--- src/rtl/i2c_master_byte_engine_top_defines.svh ---
// ----------------------------------------------------------------------------
// I2C master byte engine: assertion macros
// Shared assertion wrappers. Both expect clk and rst_n in scope, and both are
// empty when SYNTH is defined.
// ----------------------------------------------------------------------------
`ifndef I2C_MASTER_BYTE_ENGINE_TOP_DEFINES_SVH
`define I2C_MASTER_BYTE_ENGINE_TOP_DEFINES_SVH

`ifndef SYNTH
`define IBE_ASSERT(lbl, prop) \
  lbl: assert property (@(posedge clk) disable iff (!rst_n) (prop)) \
    else $error("i2c byte engine assertion failed");
`define IBE_ASSERT_NEXT(lbl, ante, cons) \
  lbl: assert property (@(posedge clk) disable iff (!rst_n) (ante) |=> (cons)) \
    else $error("i2c byte engine assertion failed");
`else
`define IBE_ASSERT(lbl, prop)
`define IBE_ASSERT_NEXT(lbl, ante, cons)
`endif

`endif

--- src/rtl/i2cmbe_pkg.sv ---
// ----------------------------------------------------------------------------
// I2C master byte engine package
// Command and status codes, field widths and the result item type.
// ----------------------------------------------------------------------------
package i2cmbe_pkg;

  localparam int KindW    = 3;
  localparam int StatusW  = 2;
  localparam int TimeoutW = 15;
  localparam int TicksW   = 8;
  localparam int ByteW    = 8;
  localparam int BitIdxW  = 3;

  localparam logic [KindW-1:0] KIND_TICK  = 3'd0;
  localparam logic [KindW-1:0] KIND_START = 3'd1;
  localparam logic [KindW-1:0] KIND_STOP  = 3'd2;
  localparam logic [KindW-1:0] KIND_WRITE = 3'd3;
  localparam logic [KindW-1:0] KIND_READ  = 3'd4;
  localparam logic [KindW-1:0] KIND_WACK  = 3'd5;

  localparam logic [StatusW-1:0] ST_OK      = 2'd0;
  localparam logic [StatusW-1:0] ST_TIMEOUT = 2'd1;
  localparam logic [StatusW-1:0] ST_NACK    = 2'd2;
  localparam logic [StatusW-1:0] ST_REJECT  = 2'd3;

  localparam logic [TicksW-1:0]  TICKS_RESET = 8'd2;
  localparam logic [BitIdxW-1:0] TOP_BIT     = 3'd7;

  typedef struct packed {
    logic               scl;
    logic               sda;
    logic               busy;
    logic               done;
    logic [StatusW-1:0] status;
    logic [ByteW-1:0]   rx_byte;
  } res_t;

endpackage

--- src/rtl/i2c_master_byte_engine_top.sv ---
// ----------------------------------------------------------------------------
// I2C master byte engine
// Sequencer for start, stop, byte write, byte read and wait-for-ACK on
// open-drain SCL and SDA, paced by tick items.
// ----------------------------------------------------------------------------
// Usage: every input item is a command (start, stop, write, read, wait ACK)
// or a tick that carries the sampled SDA level. Each accepted item yields
// exactly one result item with the line drives, busy, done, status and the
// last received byte. cfg_we/cfg_wdata set the number of ticks per half bit
// period; write it only while the engine is idle.
// The sequencer state is updated in the cycle an item is accepted and the
// result is registered. One item is taken every cycle while in_stall is
// low; the rate is set by the single state update that sits between the
// input handshake and the result register.
// Results pass through an output register backed by a one-entry skid
// register, so the input keeps flowing while a single result waits. in_stall
// rises only when both are full, and drops once the receiver takes a result.
// Reset (synchronous, rst_n low) returns the engine to idle with both lines
// released, the received byte cleared and phase_ticks set to 2.
// ----------------------------------------------------------------------------
`include "i2c_master_byte_engine_top_defines.svh"

module i2c_master_byte_engine_top
  import i2cmbe_pkg::*;
(
  input  logic                clk,
  input  logic                rst_n,
  input  logic                cfg_we,
  input  logic [TicksW-1:0]   cfg_wdata,
  input  logic                in_valid,
  output logic                in_stall,
  input  logic [KindW-1:0]    in_kind,
  input  logic [ByteW-1:0]    in_tx_byte,
  input  logic                in_send_ack,
  input  logic [TimeoutW-1:0] in_ack_timeout,
  input  logic                in_sda_in,
  output logic                out_valid,
  input  logic                out_stall,
  output logic                out_scl_out,
  output logic                out_sda_out,
  output logic                out_busy_res,
  output logic                out_done_res,
  output logic [StatusW-1:0]  out_status,
  output logic [ByteW-1:0]    out_rx_byte
);

  localparam int PhW = 4;
  localparam logic [PhW-1:0] PH_IDLE    = 4'd0;
  localparam logic [PhW-1:0] PH_ST_A    = 4'd1;
  localparam logic [PhW-1:0] PH_ST_B    = 4'd2;
  localparam logic [PhW-1:0] PH_SP_A    = 4'd3;
  localparam logic [PhW-1:0] PH_WR_LOW  = 4'd4;
  localparam logic [PhW-1:0] PH_WR_HIGH = 4'd5;
  localparam logic [PhW-1:0] PH_WA_POLL = 4'd6;
  localparam logic [PhW-1:0] PH_WA_HIGH = 4'd7;
  localparam logic [PhW-1:0] PH_WA_LOW  = 4'd8;
  localparam logic [PhW-1:0] PH_RD_LOW  = 4'd9;
  localparam logic [PhW-1:0] PH_RD_HIGH = 4'd10;
  localparam logic [PhW-1:0] PH_RD_GAP  = 4'd11;
  localparam logic [PhW-1:0] PH_RD_ACKH = 4'd12;
  localparam logic [PhW-1:0] PH_RD_END  = 4'd13;

  logic [TicksW-1:0]   phase_ticks_r;
  logic [PhW-1:0]      phase_r, phase_nxt;
  logic [BitIdxW-1:0]  bit_idx_r, bit_idx_nxt;
  logic [ByteW-1:0]    shift_r, shift_nxt;
  logic [TicksW-1:0]   delay_r, delay_nxt;
  logic [TimeoutW-1:0] poll_r, poll_nxt;
  logic                scl_r, scl_nxt;
  logic                sda_r, sda_nxt;
  logic                ack_r, ack_nxt;
  logic [ByteW-1:0]    rx_r, rx_nxt;

  logic                out_valid_r, skid_valid_r;
  res_t                out_res_r, skid_res_r;
  res_t                res;

  logic                accept, take, busy, step;
  logic [TicksW-1:0]   load_val;
  logic [BitIdxW-1:0]  bit_dec;
  logic                done;
  logic [StatusW-1:0]  status;

  assign accept   = in_valid && !in_stall;
  assign take     = out_valid_r && !out_stall;
  assign busy     = (phase_r != PH_IDLE);
  assign load_val = (phase_ticks_r == '0) ? TicksW'(1) : phase_ticks_r;
  assign bit_dec  = bit_idx_r - BitIdxW'(1);
  // A step ends on the tick that takes the delay counter from one to zero.
  assign step     = (in_kind == KIND_TICK) && busy && (delay_r == TicksW'(1));

  always_comb begin
    phase_nxt   = phase_r;
    bit_idx_nxt = bit_idx_r;
    shift_nxt   = shift_r;
    delay_nxt   = delay_r;
    poll_nxt    = poll_r;
    scl_nxt     = scl_r;
    sda_nxt     = sda_r;
    ack_nxt     = ack_r;
    rx_nxt      = rx_r;
    done        = 1'b0;
    status      = ST_OK;

    if (in_kind == KIND_TICK) begin
      if (busy) begin
        delay_nxt = delay_r - TicksW'(1);
      end
      if (step) begin
        case (phase_r)
          PH_ST_A: begin
            sda_nxt   = 1'b0;
            phase_nxt = PH_ST_B;
            delay_nxt = load_val;
          end
          PH_ST_B: begin
            scl_nxt = 1'b0;
            done    = 1'b1;
          end
          PH_SP_A: begin
            sda_nxt = 1'b1;
            done    = 1'b1;
          end
          PH_WR_LOW: begin
            scl_nxt   = 1'b1;
            phase_nxt = PH_WR_HIGH;
            delay_nxt = load_val;
          end
          PH_WR_HIGH: begin
            scl_nxt = 1'b0;
            if (bit_idx_r == '0) begin
              sda_nxt = 1'b1;
              done    = 1'b1;
            end else begin
              bit_idx_nxt = bit_dec;
              sda_nxt     = shift_r[bit_dec];
              phase_nxt   = PH_WR_LOW;
              delay_nxt   = load_val;
            end
          end
          PH_WA_POLL: begin
            if (poll_r == '0) begin
              done   = 1'b1;
              status = ST_TIMEOUT;
            end else if (in_sda_in) begin
              poll_nxt  = poll_r - TimeoutW'(1);
              delay_nxt = load_val;
            end else begin
              scl_nxt   = 1'b1;
              phase_nxt = PH_WA_HIGH;
              delay_nxt = load_val;
            end
          end
          PH_WA_HIGH: begin
            if (in_sda_in) begin
              done   = 1'b1;
              status = ST_NACK;
            end else begin
              scl_nxt   = 1'b0;
              phase_nxt = PH_WA_LOW;
              delay_nxt = load_val;
            end
          end
          PH_WA_LOW: begin
            done = 1'b1;
          end
          PH_RD_LOW: begin
            scl_nxt              = 1'b1;
            shift_nxt[bit_idx_r] = shift_r[bit_idx_r] | in_sda_in;
            phase_nxt            = PH_RD_HIGH;
            delay_nxt            = load_val;
          end
          PH_RD_HIGH: begin
            scl_nxt   = 1'b0;
            delay_nxt = load_val;
            if (bit_idx_r == '0) begin
              phase_nxt = PH_RD_GAP;
            end else begin
              bit_idx_nxt = bit_dec;
              phase_nxt   = PH_RD_LOW;
            end
          end
          PH_RD_GAP: begin
            sda_nxt   = !ack_r;
            scl_nxt   = 1'b1;
            phase_nxt = PH_RD_ACKH;
            delay_nxt = load_val;
          end
          PH_RD_ACKH: begin
            scl_nxt   = 1'b0;
            sda_nxt   = 1'b1;
            phase_nxt = PH_RD_END;
            delay_nxt = load_val;
          end
          PH_RD_END: begin
            rx_nxt = shift_r;
            done   = 1'b1;
          end
          default: begin
            done = 1'b1;
          end
        endcase
        if (done) begin
          phase_nxt = PH_IDLE;
        end
      end
    end else if (in_kind inside {[KIND_START:KIND_WACK]}) begin
      if (busy) begin
        done   = 1'b1;
        status = ST_REJECT;
      end else begin
        delay_nxt = load_val;
        case (in_kind)
          KIND_START: begin
            scl_nxt   = 1'b1;
            sda_nxt   = 1'b1;
            phase_nxt = PH_ST_A;
          end
          KIND_STOP: begin
            scl_nxt   = 1'b1;
            sda_nxt   = 1'b0;
            phase_nxt = PH_SP_A;
          end
          KIND_WRITE: begin
            shift_nxt   = in_tx_byte;
            bit_idx_nxt = TOP_BIT;
            scl_nxt     = 1'b0;
            sda_nxt     = in_tx_byte[TOP_BIT];
            phase_nxt   = PH_WR_LOW;
          end
          KIND_READ: begin
            shift_nxt   = '0;
            bit_idx_nxt = TOP_BIT;
            ack_nxt     = in_send_ack;
            scl_nxt     = 1'b0;
            phase_nxt   = PH_RD_LOW;
          end
          default: begin
            poll_nxt  = in_ack_timeout;
            phase_nxt = PH_WA_POLL;
          end
        endcase
      end
    end
  end

  always_comb begin
    res.scl     = scl_nxt;
    res.sda     = sda_nxt;
    res.busy    = (phase_nxt != PH_IDLE);
    res.done    = done;
    res.status  = status;
    res.rx_byte = rx_nxt;
  end

  // Sequencer state
  always_ff @(posedge clk) begin
    if (!rst_n) begin
      phase_ticks_r <= TICKS_RESET;
      phase_r       <= PH_IDLE;
      bit_idx_r     <= '0;
      shift_r       <= '0;
      delay_r       <= '0;
      poll_r        <= '0;
      scl_r         <= 1'b1;
      sda_r         <= 1'b1;
      ack_r         <= 1'b0;
      rx_r          <= '0;
    end else begin
      if (cfg_we) begin
        phase_ticks_r <= cfg_wdata;
      end
      if (accept) begin
        phase_r   <= phase_nxt;
        bit_idx_r <= bit_idx_nxt;
        shift_r   <= shift_nxt;
        delay_r   <= delay_nxt;
        poll_r    <= poll_nxt;
        scl_r     <= scl_nxt;
        sda_r     <= sda_nxt;
        ack_r     <= ack_nxt;
        rx_r      <= rx_nxt;
      end
    end
  end

  // Output register with a one-entry skid register behind it.
  always_ff @(posedge clk) begin
    if (!rst_n) begin
      out_valid_r  <= 1'b0;
      skid_valid_r <= 1'b0;
    end else if (skid_valid_r) begin
      if (take) begin
        skid_valid_r <= 1'b0;
      end
    end else if (accept) begin
      if (out_valid_r && !take) begin
        skid_valid_r <= 1'b1;
      end else begin
        out_valid_r <= 1'b1;
      end
    end else if (take) begin
      out_valid_r <= 1'b0;
    end
  end

  always_ff @(posedge clk) begin
    if (skid_valid_r) begin
      if (take) begin
        out_res_r <= skid_res_r;
      end
    end else if (accept) begin
      if (out_valid_r && !take) begin
        skid_res_r <= res;
      end else begin
        out_res_r <= res;
      end
    end
  end

  assign in_stall     = skid_valid_r;
  assign out_valid    = out_valid_r;
  assign out_scl_out  = out_res_r.scl;
  assign out_sda_out  = out_res_r.sda;
  assign out_busy_res = out_res_r.busy;
  assign out_done_res = out_res_r.done;
  assign out_status   = out_res_r.status;
  assign out_rx_byte  = out_res_r.rx_byte;

  `IBE_ASSERT(a_skid_behind_out, !skid_valid_r || out_valid_r)
  `IBE_ASSERT(a_delay_live, (phase_r == PH_IDLE) || (delay_r != '0))
  `IBE_ASSERT(a_reject_busy,
    !(out_valid_r && out_res_r.done && (out_res_r.status == ST_REJECT)) || out_res_r.busy)
  `IBE_ASSERT_NEXT(a_skid_drain, skid_valid_r && !out_stall, out_valid_r && !skid_valid_r)

endmodule
--- config.mk ---
export PLATFORM = sky130hd
export DESIGN_NAME = i2c_master_byte_engine_top
export DESIGN_NICKNAME = d
export VERILOG_FILES = /design/src/rtl/i2cmbe_pkg.sv /design/src/rtl/i2c_master_byte_engine_top.sv
export VERILOG_INCLUDE_DIRS = /design/src /design/src/rtl
export SDC_FILE = /design/constraint.sdc
export NUM_CORES = 1
export LEC_CHECK = 0
export ABC_CLOCK_PERIOD_IN_PS = 6100
export BUFFER_PORTS_ARGS = -buffer_cell sky130_fd_sc_hd__clkbuf_2
export CAP_MARGIN = 20
export CORE_UTILIZATION = 55
export CTS_CLUSTER_DIAMETER = 60
export CTS_CLUSTER_SIZE = 25
export DETAILED_ROUTE_END_ITERATION = 10
export PLACE_DENSITY = 0.76
export SETUP_SLACK_MARGIN = 0.2
export SYNTH_ARGS = -nofsm -noshare
export SYNTH_HDL_FRONTEND = slang
export SYNTH_SLANG_ARGS = --single-unit
--- constraint.sdc ---
create_clock -name clk -period 6.1 [get_ports clk]
set_input_delay 1.525 -clock clk [delete_from_list [all_inputs] [get_ports clk]]
set_output_delay 1.525 -clock clk [all_outputs]
set_load 0.05 [all_outputs]
==> metrics.md, run 1 <==
| Metric | Value |
|---|---|
| Status | finished clean |
| Clock skew | 0.01630 ns |
| Num rows | 34 |
| Synth cell types | 70 |
| Post-CTS setup buffer count | 0 |
| Critical path arrival | 4.43 ns |
| Die Wd | 97.53 um |
| Largest family of logic cells by synthesized area | compound AO/OA/AOI/OAI gates |
| Most common cell after layout, fill and taps aside | nor2_1 |
| Mapped Cells | 575 |
| Final worst path period share | 0.6757 |
| Total Wirelength | 12890 um |
| GRT busiest layer | met2 |
| #FFs+latches synth | 87 |
| Seq pwr share | 0.476 |
| Global route overflow | 0 |
| Clk slew on worst S/H paths | 0.10 ns |
| Relative slew margins | 0.3195 |
| Critical Path RT | 6.41 ns |
| Die height | 97.53 um |
| Sw Ratio | 0.3358 |
| Iteration count of the initial detailed-routing pass | 6 |
| Power Density | 260.4 mW/mm^2 |
| M3 GR Usage | 0.04964 |
| Final period demand of the worst path | 4.122 ns |
| Crit Path Class | in -> reg |
| Setup_tns | 0 ns |
| Io pins | 57 |
| Post-synth EDFFs | 28 |
| Post-Synth XOR/XNOR Area | 0.005236 |
| Async SR Flop Fraction | 0 |
| Mux share of post-synthesis cell area | 0.09973 |
| Final setup viols | 0 |
| Peak Freq | 242.6 MHz |
| LEAKAGE | 2.008 nW |
| Combinational share of power | 0.229 |
| Clk sink count | 87 |
| Final Hold Vio Count | 0 |
| 1st-iter DRT viols | 454 |
| Post-synthesis adder-cell area fraction | 0.01446 |
| N_diodes | 0 |
| Met1 usage | 0.3740 |
| DR WL/cell | 18.06 um |
| Max_cap viols | 0 |
| Post_cts resized | 0 |
| Post-Syn Area | 0.005019 mm^2 |
| Synthesized area per cell | 8.728 um^2 |
| Hold buffers post-CTS | 0 |
| Share of cells above drive strength 1 | 0.2079 |
| Max IR drop VDD | 129.6 uV |
| Worst slack at placement | 1.603 ns |
| Worst-Skew Late Latency | 0.38 ns |
| Initial core utilization | 0.5727 |
| Critical Path Fanout Max | 40 |
| Slew Limit Fails | 0 |
| Area grow syn2layout | 9.474% |
| Ys Warns | 0 |
| Net switching power | 0.0004804 W |
| Unrepaired setup endpoints after global routing | false |
| Top_reg_cell synth | dfxtp_1 |
| CTS root buf | clkbuf_8 |
| Routing usage on met2 | 0.4363 |
| GRT Resource Usage Total | 0.2751 |
| RePlAce Congestion | 0.9476 |
| Clock network power share | 0.295 |
| Internal power | 0.0009502 W |
| Post-Synth Simple-Gate Area | 0.2007 |
| Worst setup EP type | flop |
| Hold WC Path Type | reg -> reg |
| Number of global-route vias before repair | 4319 |
| Seq/Total Area, Yosys | 0.4029 |
| Die area | 0.009511 mm^2 |
| Via density | 6.585 |
| Layout fillers | 761 |
| Core area | 0.008763 mm^2 |
| Syn_nets | 621 |
| Initial antenna violation count | 0 |
| Num CTS Buffers | 9 |
| Most frequent cells in the layout | 65 x nor2_1, 59 x dfxtp_1, 56 x clkbuf_2, 49 x a21oi_1, 40 x o21ai_0 |
| Startpoint class of the critical path | primary input |
| Post-route ant nets | 0 |
| Clock Tree Buf Depth | 2 |
| Area fraction in compound gates after synthesis | 0.2269 |
| Post-DP HPWL | 8747 um |
| Remaining DRCs | 0 |
| Largest net degree at the start of global routing | 41 |
| Input/output buffers | 56 |
| First-pass GRT wire length | 21180 um |
| Worst-margin pin slew | 1.011 ns |
| Worst Slack Setup Final | 1.978 ns |
| CTS HTree Levels | 3 |
| Nets | 647 |
| CTS tree | done |
| DR vias | 4702 |
==> cell usage after synthesis, types with 9 or more instances <==
cell type / count / area, um^2
nor2_1: 66 / 247.7
a31oi_1: 11 / 68.82
mux2_2: 23 / 259.0
nand3_1: 20 / 100.1
mux2i_1: 14 / 140.1
clkbuf_1: 35 / 131.4
a21oi_1: 49 / 245.2
inv_1: 14 / 52.55
o21ai_0: 40 / 200.2
edfxtp_1: 28 / 840.8
dfxtp_1: 59 / 1181
nand2_1: 36 / 135.1
a211oi_1: 10 / 75.07
nor3_1: 26 / 130.1
buf_2: 9 / 45.04
==> per-layer routing <==
metal / share of wire / vias to the layer above
met3: 0.061 / 25
li1: - / 2207
met2: 0.48 / 202
met4: 0.018 / 0
met5: 0 / -
met1: 0.44 / 2268
==> cell type report <==
type | instances | area, um^2 | area share
multi-input cells | 425 | 2748 | 0.5001
flip-flops and latches | 87 | 2022 | 0.3680
repair buffers | 62 | 325.3 | 0.05921
well taps | 108 | 135.1 | 0.02460
clock buffers | 9 | 123.9 | 0.02255
clock inverters | 7 | 80.08 | 0.01458
inverters | 16 | 60.06 | 0.01093
==> through the flow <==
step / hold slack (ns) / instances / total power (W) / instance area (um^2) / util
6_report: 0.4784 / 714 / 0.001431 / 5494 / 0.6269
2_1_floorplan: 0.4487 / 575 / 0.0009300 / 5019 / -
3_3_place_gp: 0.4624 / 698 / 0.001003 / 5290 / 0.6037
3_5_place_dp: 0.4649 / 698 / 0.001014 / 5290 / 0.6037
4_1_cts: 0.4795 / 714 / 0.001428 / 5494 / 0.6269
5_1_grt: 0.4973 / 714 / 0.001492 / 5494 / 0.6269
==> power groups by stage <==
stage	clock network [W]	logic, W	registers (W)
CTS	0.000426	0.000323	0.000680
global placement	0	0.000313	0.000690
floorplan	0	0.000218	0.000712
finish	0.000422	0.000328	0.000681
detailed placement	0	0.000321	0.000692
global route	0.000448	0.000357	0.000687
==> state kept, by name (all words and copies together), names as in the netlist <==
signal	cells
poll_r	15
skid_res_r	14
delay_r	8
out_rx_byte	8
phase_ticks_r	8
rx_r	8
shift_r	8
phase_r	4
bit_idx_r	3
out_status	2
ack_r	1
in_stall	1
out_busy_res	1
out_done_res	1
out_scl_out	1
out_sda_out	1
out_valid	1
scl_r	1
sda_r	1
==> logic make-up (layout without fill, tap and decap cells) <==
group,count (synthesis),count (layout)
and+or+nand+nor,200,200
xor gates and xnor gates,3,3
muxes,42,42
adders and majority gates,6,6
DFF,87,87
AOI/OAI and AO/OA,174,174
buffers and inverters,63,94
==> critical path, cell delays in order <==
cell,delay (ns)
clkbuf_2,0.23
or3_1,0.36
buf_4,0.27
nor4_4,0.58
nand4_1,0.23
a21oi_1,0.82
o21ai_0,0.20
a21oi_1,0.20
==> final timing paths <==
check | cells past startpoint | startpoint | end | slack (ns)
worst max-delay path | 8 | in_kind[2] | poll_r[11]$_SDFFE_PN0P_ | 1.98
worst min-delay path | 2 | ack_r$_SDFFE_PN0P_ | ack_r$_SDFFE_PN0P_ | 0.48
worst max register to register | 7 | phase_r[1]$_SDFFE_PN0P_ | poll_r[11]$_SDFFE_PN0P_ | 2.59
worst min register to register | 2 | ack_r$_SDFFE_PN0P_ | ack_r$_SDFFE_PN0P_ | 0.48
Power figures use the tool's default switching activity.
==> run 2: changes to the inputs <==
--- a/config.mk
+++ b/config.mk
@@ -6,7 +6,8 @@
 export SDC_FILE = /design/constraint.sdc
 export NUM_CORES = 1
 export LEC_CHECK = 0
-export ABC_CLOCK_PERIOD_IN_PS = 6100
+export ABC_AREA = 1
+export ABC_CLOCK_PERIOD_IN_PS = 3800
 export BUFFER_PORTS_ARGS = -buffer_cell sky130_fd_sc_hd__clkbuf_2
 export CAP_MARGIN = 20
 export CORE_UTILIZATION = 55
==> constraint.sdc (replaced) <==
create_clock -name clk -period 3.8 [get_ports clk]
set_input_delay 0.95 -clock clk [delete_from_list [all_inputs] [get_ports clk]]
set_output_delay 0.95 -clock clk [all_outputs]
set_load 0.05 [all_outputs]
==> run 2 against run 1 <==
Net effect:
- area after synthesis shrank 0.35%
- power grew 68%
- highest routed layer unchanged
- worst hold slack lost 0.0052 ns
- clock-buffer cell count is the same
- routed wire length shrank 7.0%
- critical path type unchanged
- first-iteration DRC count shrank 33%
- clock power grew 88%
- largest cell class unchanged
- largest power group unchanged
- non-clock buffer count grew 3
- combinational power grew 64%
==> metrics.md, run 2 <==
| Metric | Value |
|---|---|
| Status | finished clean |
| Placed Cells | 871 |
| Core area | 0.008763 mm^2 |
| Slew Limit Fails | 0 |
| CTS HTree Levels | 3 |
| Power Density | 426.5 mW/mm^2 |
| Top_reg_cell synth | dfxtp_1 |
| Nets | 821 |
| Unrepaired setup endpoints after global routing | false |
| Combinational share of power | 0.224 |
| LEAKAGE | 2.610 nW |
| Startpoint class of the critical path | primary input |
| Internal power | 0.001642 W |
| Worst setup EP type | flop |
| Clock network power share | 0.331 |
| Num rows | 34 |
| Clk sink count | 87 |
| Seq/Total Area, Yosys | 0.4043 |
| DR WL/cell | 13.50 um |
| Area grow syn2layout | 12.41% |
| Initial antenna violation count | 0 |
| Fin cells | 888 |
| Num CTS Buffers | 9 |
| First-pass GRT wire length | 20220 um |
| Post-Syn Area | 0.005001 mm^2 |
| Post-CTS setup buffer count | 0 |
| CP top delay family | simple AND/OR/NAND/NOR gates |
| Synth cell types | 39 |
| Critical Path Fanout Max | 22 |
| Worst-Skew Late Latency | 0.36 ns |
| Share of cells above drive strength 1 | 0.1372 |
| Yosys top cell area share | 0.2362 |
| Design area | 0.005622 mm^2 |
| Via density | 5.501 |
| Die Wd | 97.36 um |
| Ys Warns | 0 |
| Post-synth EDFFs | 28 |
| Synthesized area per cell | 6.908 um^2 |
| Final period demand of the worst path | 2.648 ns |
| Post-DP Area | 0.005345 mm^2 |
| Number of global-route vias before repair | 4490 |
| Post-DP HPWL | 8776 um |
| Total Wirelength | 11980 um |
| 1st-iter DRT viols | 306 |
| Mapped Cells | 724 |
| Sw Ratio | 0.3151 |
| Final setup viols | 0 |
| Slowest stage delay, CP | 0.35 ns |
| Largest area contributor in the netlist | dfxtp_1 |
| CP max-delay cell | nor2_8 |
| Top-count cell post-synth | nand2_1 |
| N_diodes | 0 |
| Main area contributors after synthesis | dfxtp_1 24%, edfxtp_1 17%, nand2_1 13% |
| CP Cell Sequence | clkbuf_2 > inv_2 > nand2_2 > nor2_8 > nand2_1 > inv_1 > nor2_1 > nand2_1 > inv_2 > o21ai_0 > a31oi_1 |
| Async SR Flop Fraction | 0 |
| Worst-margin pin slew | 0.6197 ns |
| Peak Freq | 377.7 MHz |
| Max_cap viols | 0 |
| Iteration count of the initial detailed-routing pass | 6 |
| Most common cell after layout, fill and taps aside | nand2_1 |
| Max IR drop VDD | 221.8 uV |
| RePlAce Congestion | 0.9755 |
| Clock Tree Buf Depth | 2 |
| CTS root buf | clkbuf_8 |
| Post_cts resized | 0 |
| Most frequent cells in the layout | 172 x nand2_1, 94 x nor2_1, 78 x inv_1, 63 x o21ai_0, 61 x a21oi_1 |
| Setup_tns | 0 ns |
| Syn_nets | 770 |
| Final worst path period share | 0.6968 |
| CTS tree | done |
| Top cells by count, synth | 172 x nand2_1, 94 x nor2_1, 78 x inv_1, 63 x o21ai_0, 61 x a21oi_1 |
| Critical path arrival | 2.87 ns |
| Top Registers | poll_r: 15 flops, skid_res_r: 14 flops |
| Critical Path RT | 4.03 ns |
| Initial core utilization | 0.5707 |
| CP Buf/Inv Count | 4 |
| Input/output buffers | 56 |
| Global route overflow | 0 |
| Relative slew margins | 0.5864 |
| Die height | 97.36 um |
| Hold buffers post-CTS | 0 |
| Max FFs per register | 15 |
| Hold WC Path Type | reg -> reg |
| Post-route ant nets | 0 |
| Largest net degree at the start of global routing | 34 |
| Remaining DRCs | 0 |
| GRT Resource Usage Total | 0.2575 |
| Io pins | 57 |
| Final Hold Vio Count | 0 |
| Crit Path Class | in -> reg |
| Top reg by flops | poll_r |
| Clock skew | 0.02096 ns |
| Die area | 0.009478 mm^2 |
| #FFs+latches synth | 87 |
| Seq pwr share | 0.446 |
| Clk slew on worst S/H paths | 0.10 ns |
| DR vias | 4885 |
| Net switching power | 0.0007556 W |
-- run 2: worst paths after layout --
path                                                start                      end  slack [ns]  cells past startpoint
worst max-delay path                           in_kind[1]   poll_r[5]$_SDFFE_PN0P_        1.15                     11
worst min-delay path              shift_r[5]$_SDFFE_PN0P_  shift_r[5]$_SDFFE_PN0P_        0.47                      2
worst max register to register  bit_idx_r[0]$_SDFFE_PN0P_  delay_r[4]$_SDFFE_PN0P_        1.27                     14
worst min register to register    shift_r[5]$_SDFFE_PN0P_  shift_r[5]$_SDFFE_PN0P_        0.47                      2
-- run 2: worst reg2reg max path: cells and delay by family, from the launching register on --
| kind | cells | cell delay, ns |
|---|---|---|
| DFF | 1 | 0.56 |
| buffers and inverters | 4 | 0.50 |
| adders and majority gates | 1 | 0.28 |
| AOI/OAI and AO/OA | 2 | 0.28 |
| and+or+nand+nor | 7 | 0.79 |
-- run 2: power by group through the flow --
stage	sequential (W)	clock, W	combinational, W
2_1_floorplan	0.00114	0	0.000349
3_3_place_gp	0.00109	0	0.000519
3_5_place_dp	0.00109	0	0.000525
4_1_cts	0.00107	0.000806	0.000530
5_1_grt	0.00108	0.000846	0.000603
6_report	0.00107	0.000793	0.000537
-- run 2: through the flow --
step           hold WS, ns    util  setup WS, ns  total power (W)
4_1_cts             0.4738  0.6384         1.194         0.002404
3_5_place_dp        0.4589  0.6099        0.8231         0.001614
6_report            0.4732  0.6415         1.152         0.002398
2_1_floorplan       0.4408       -         1.415         0.001486
3_3_place_gp        0.4512  0.6099        0.9856         0.001606
5_1_grt             0.5038  0.6415        0.8947         0.002525
-- run 2: cells by family after synthesis --
kind of cell / after synthesis / share of synthesized area
xor gates and xnor gates: 12 / 0.02102
muxes: 1 / 0.002252
and+or+nand+nor: 338 / 0.2847
buffers and inverters: 112 / 0.09157
DFF: 87 / 0.4043
AOI/OAI and AO/OA: 169 / 0.1836
adders and majority gates: 5 / 0.01251
-- run 2: cell type report --
type                       instances  area (um^2)
inverter                          87        326.6
clock inverter                     7        125.1
timing repair buffer              65        367.9
sequential                        87         2022
fill                             794         3142
clock buffer                       9        123.9
multi-input combinational        525         2521
tap                              108        135.1
-- run 2: metal layers --
metal	wire length, um	track usage	part of all wire	vias up
met5	0	0	0	-
met4	249	0.08937	0.021	0
met3	765	0.03813	0.064	25
met2	5701	0.4453	0.48	187
met1	5267	0.3283	0.44	2197
li1	-	-	-	2476
==> run 3: changes to the inputs <==
--- a/config.mk
+++ b/config.mk
@@ -6,8 +6,8 @@
 export SDC_FILE = /design/constraint.sdc
 export NUM_CORES = 1
 export LEC_CHECK = 0
-export ABC_AREA = 1
-export ABC_CLOCK_PERIOD_IN_PS = 3800
+export ABC_AREA = 0
+export ABC_CLOCK_PERIOD_IN_PS = 2600
 export BUFFER_PORTS_ARGS = -buffer_cell sky130_fd_sc_hd__clkbuf_2
 export CAP_MARGIN = 20
 export CORE_UTILIZATION = 55
==> constraint.sdc (replaced) <==
create_clock -name clk -period 2.6 [get_ports clk]
set_input_delay 0.65 -clock clk [delete_from_list [all_inputs] [get_ports clk]]
set_output_delay 0.65 -clock clk [all_outputs]
set_load 0.05 [all_outputs]
==> run 3 against run 2 <==
Net effect:
- largest power group unchanged
- first-iteration DRC count rose by 44%
- critical endpoint is now poll_r[13]$_SDFFE_PN0P_
- worst hold slack gained 0.019 ns
- clock power rose by 17%
- critical path depth down 1
- combinational power rose by 76%
- sequential share of layout area is 3.2 points lower
- power grew 44%
- register-to-register slack got worse by 1.2 ns
==> metrics.md, run 3 (synthesized netlist as in run 1, its figures left out) <==
| Metric | Value |
|---|---|
| Status | finished clean |
| Setup_tns | 0 ns |
| Most frequent cells in the layout | 62 x nor2_1, 57 x dfxtp_1, 56 x clkbuf_2, 52 x buf_4, 44 x a21oi_1 |
| Io pins | 57 |
| Clock network power share | 0.270 |
| Seq pwr share | 0.455 |
| DR WL/cell | 17.77 um |
| Iteration count of the initial detailed-routing pass | 6 |
| Clk sink count | 87 |
| First-pass GRT wire length | 21850 um |
| RePlAce Congestion | 0.9281 |
| Final setup viols | 0 |
| Initial antenna violation count | 0 |
| CP Buf/Inv Count | 4 |
| Layout fillers | 702 |
| CP max-delay cell | or4b_4 |
| Hold WS | 0.4924 ns |
| Nets | 703 |
| Net switching power | 0.001191 W |
| CTS root buf | clkbuf_8 |
| Hold buffers post-CTS | 0 |
| Largest net degree at the start of global routing | 42 |
| Most used cell, CP | buf_4 |
| Post-route ant nets | 0 |
| Post-DP Area | 0.005662 mm^2 |
| Critical Path RT | 2.86 ns |
| Area of the multi-input gates | 0.002980 mm^2 |
| Max FFs per register | 15 |
| Via density | 6.432 |
| Num CTS Buffers | 9 |
| DR vias | 4953 |
| Die height | 97.53 um |
| Combinational share of power | 0.275 |
| Most common cell after layout, fill and taps aside | nor2_1 |
| Unrepaired setup endpoints after global routing | true |
| CTS HTree Levels | 3 |
| LEAKAGE | 2.382 nW |
| CP Cell Sequence | inv_2 > ha_4 > or4b_4 > nor4_4 > buf_4 > buf_4 > nand4_1 > buf_4 > a21o_4 > o221a_2 |
| GRT Resource Usage Total | 0.2780 |
| Hold WC Path Type | reg -> reg |
| Final worst path period share | 0.9668 |
| Die Wd | 97.53 um |
| 1st-iter DRT viols | 442 |
| Worst setup EP type | flop |
| Max_cap viols | 0 |
| Clk slew on worst S/H paths | 0.09 ns |
| Share of cells above drive strength 1 | 0.3187 |
| Core area | 0.008763 mm^2 |
| Worst slack at placement | -0.06030 ns |
| Clock Tree Buf Depth | 2 |
| CTS tree | done |
| Worst-margin pin slew | 0.6459 ns |
| Startpoint class of the critical path | flop |
| Area grow syn2layout | 23.29% |
| N_diodes | 0 |
| CP top delay family | simple AND/OR/NAND/NOR gates |
| Max IR drop VDD | 378.1 uV |
| Internal power | 0.002254 W |
| Top Registers | poll_r: 15 flops, skid_res_r: 14 flops |
| Die area | 0.009511 mm^2 |
| Slowest stage delay, CP | 0.49 ns |
| Design area | 0.006187 mm^2 |
| Top reg by flops | poll_r |
| Relative slew margins | 0.5665 |
| Input/output buffers | 56 |
| Num rows | 34 |
| Final period demand of the worst path | 2.514 ns |
| Slew Limit Fails | 0 |
| Global route overflow | 0 |
| Peak Freq | 397.8 MHz |
| Clock skew | 0.01797 ns |
| Critical Path Fanout Max | 5 |
| Critical path arrival | 2.77 ns |
| Remaining DRCs | 0 |
| Number of global-route vias before repair | 4520 |
| Final Hold Vio Count | 0 |
| Crit Path Class | reg -> reg |
| Tot Pwr | 0.003445 W |
| Sw Ratio | 0.3457 |
| Total Wirelength | 13690 um |
| Register area | 0.002024 mm^2 |
| Worst-Skew Late Latency | 0.37 ns |
| Post-DP HPWL | 8975 um |
| Initial core utilization | 0.5727 |
| Power Density | 556.8 mW/mm^2 |
| Worst Slack Setup Final | 0.08635 ns |
run 3: cell types whose count changed in the layout (fill, tap and decap cells not counted), sizes merged, moves of 8 or more:
| cell | before | now |
|---|---|---|
| a211oi | 2 | 10 |
| xor2 | 9 | 1 |
| nor2 | 99 | 66 |
| o21ai | 76 | 42 |
| nand2 | 180 | 36 |
| nor3 | 8 | 26 |
| buf | 9 | 58 |
| a21oi | 61 | 49 |
| mux2 | 1 | 24 |
| mux2i | 0 | 14 |
| a21o | 0 | 9 |
| nand3 | 46 | 20 |
| inv | 87 | 19 |
run 3: final timing paths:
check / startpoint / endpoint / slack, ns / cells after the start
setup / recovery: delay_r[1]$_SDFFE_PN0P_ / poll_r[13]$_SDFFE_PN0P_ / 0.09 / 10
hold / removal: ack_r$_SDFFE_PN0P_ / ack_r$_SDFFE_PN0P_ / 0.49 / 2
setup reg to reg: delay_r[1]$_SDFFE_PN0P_ / poll_r[13]$_SDFFE_PN0P_ / 0.09 / 10
hold reg to reg: ack_r$_SDFFE_PN0P_ / ack_r$_SDFFE_PN0P_ / 0.49 / 2
run 3: area by class of cell:
class	count	area share
clock buffers	9	0.02002
clock inverters	7	0.01112
flip-flops and latches	87	0.3272
inverters	16	0.009909
multi-input cells	428	0.4817
well taps	108	0.02184
repair buffers	115	0.1282
run 3: layer usage:
metal | GRT usage | part of all wire | up-vias
li1 | - | - | 2338
met1 | 0.3778 | 0.43 | 2342
met2 | 0.4572 | 0.49 | 242
met3 | 0.03022 | 0.065 | 31
met4 | 0.1018 | 0.019 | 0
met5 | 0 | 0 | -
run 3: stage by stage:
stage	utilization	std cells
final	0.7060	770
after detailed placement	0.6461	734
after global placement	0.6461	734
after global routing	0.7060	770
after CTS	0.6773	755
after floorplan	-	575
run 3: what timing repair did:
action / 4_1_cts / 5_1_grt
setup buffers: 5 / 10
pin swaps: 10 / 9
setup endpoints to repair: 45 / 44
cloned: 0 / 5
gates resized for setup: 16 / 37
run 3: power groups by stage:
stage / clock network [W] / registers [W] / logic (W)
2_1_floorplan: 0 / 0.00167 / 0.000531
3_3_place_gp: 0 / 0.00159 / 0.000837
3_5_place_dp: 0 / 0.00159 / 0.000859
4_1_cts: 0.000937 / 0.00157 / 0.000878
5_1_grt: 0.000998 / 0.00158 / 0.00103
6_report: 0.000929 / 0.00157 / 0.000947
run 3: worst reg2reg max path: stages (launching register included):
cell	delay, ns
dfxtp_2	0.34
inv_2	0.08
ha_4	0.12
or4b_4	0.49
nor4_4	0.18
buf_4	0.20
buf_4	0.12
nand4_1	0.18
buf_4	0.22
a21o_4	0.22
o221a_2	0.28
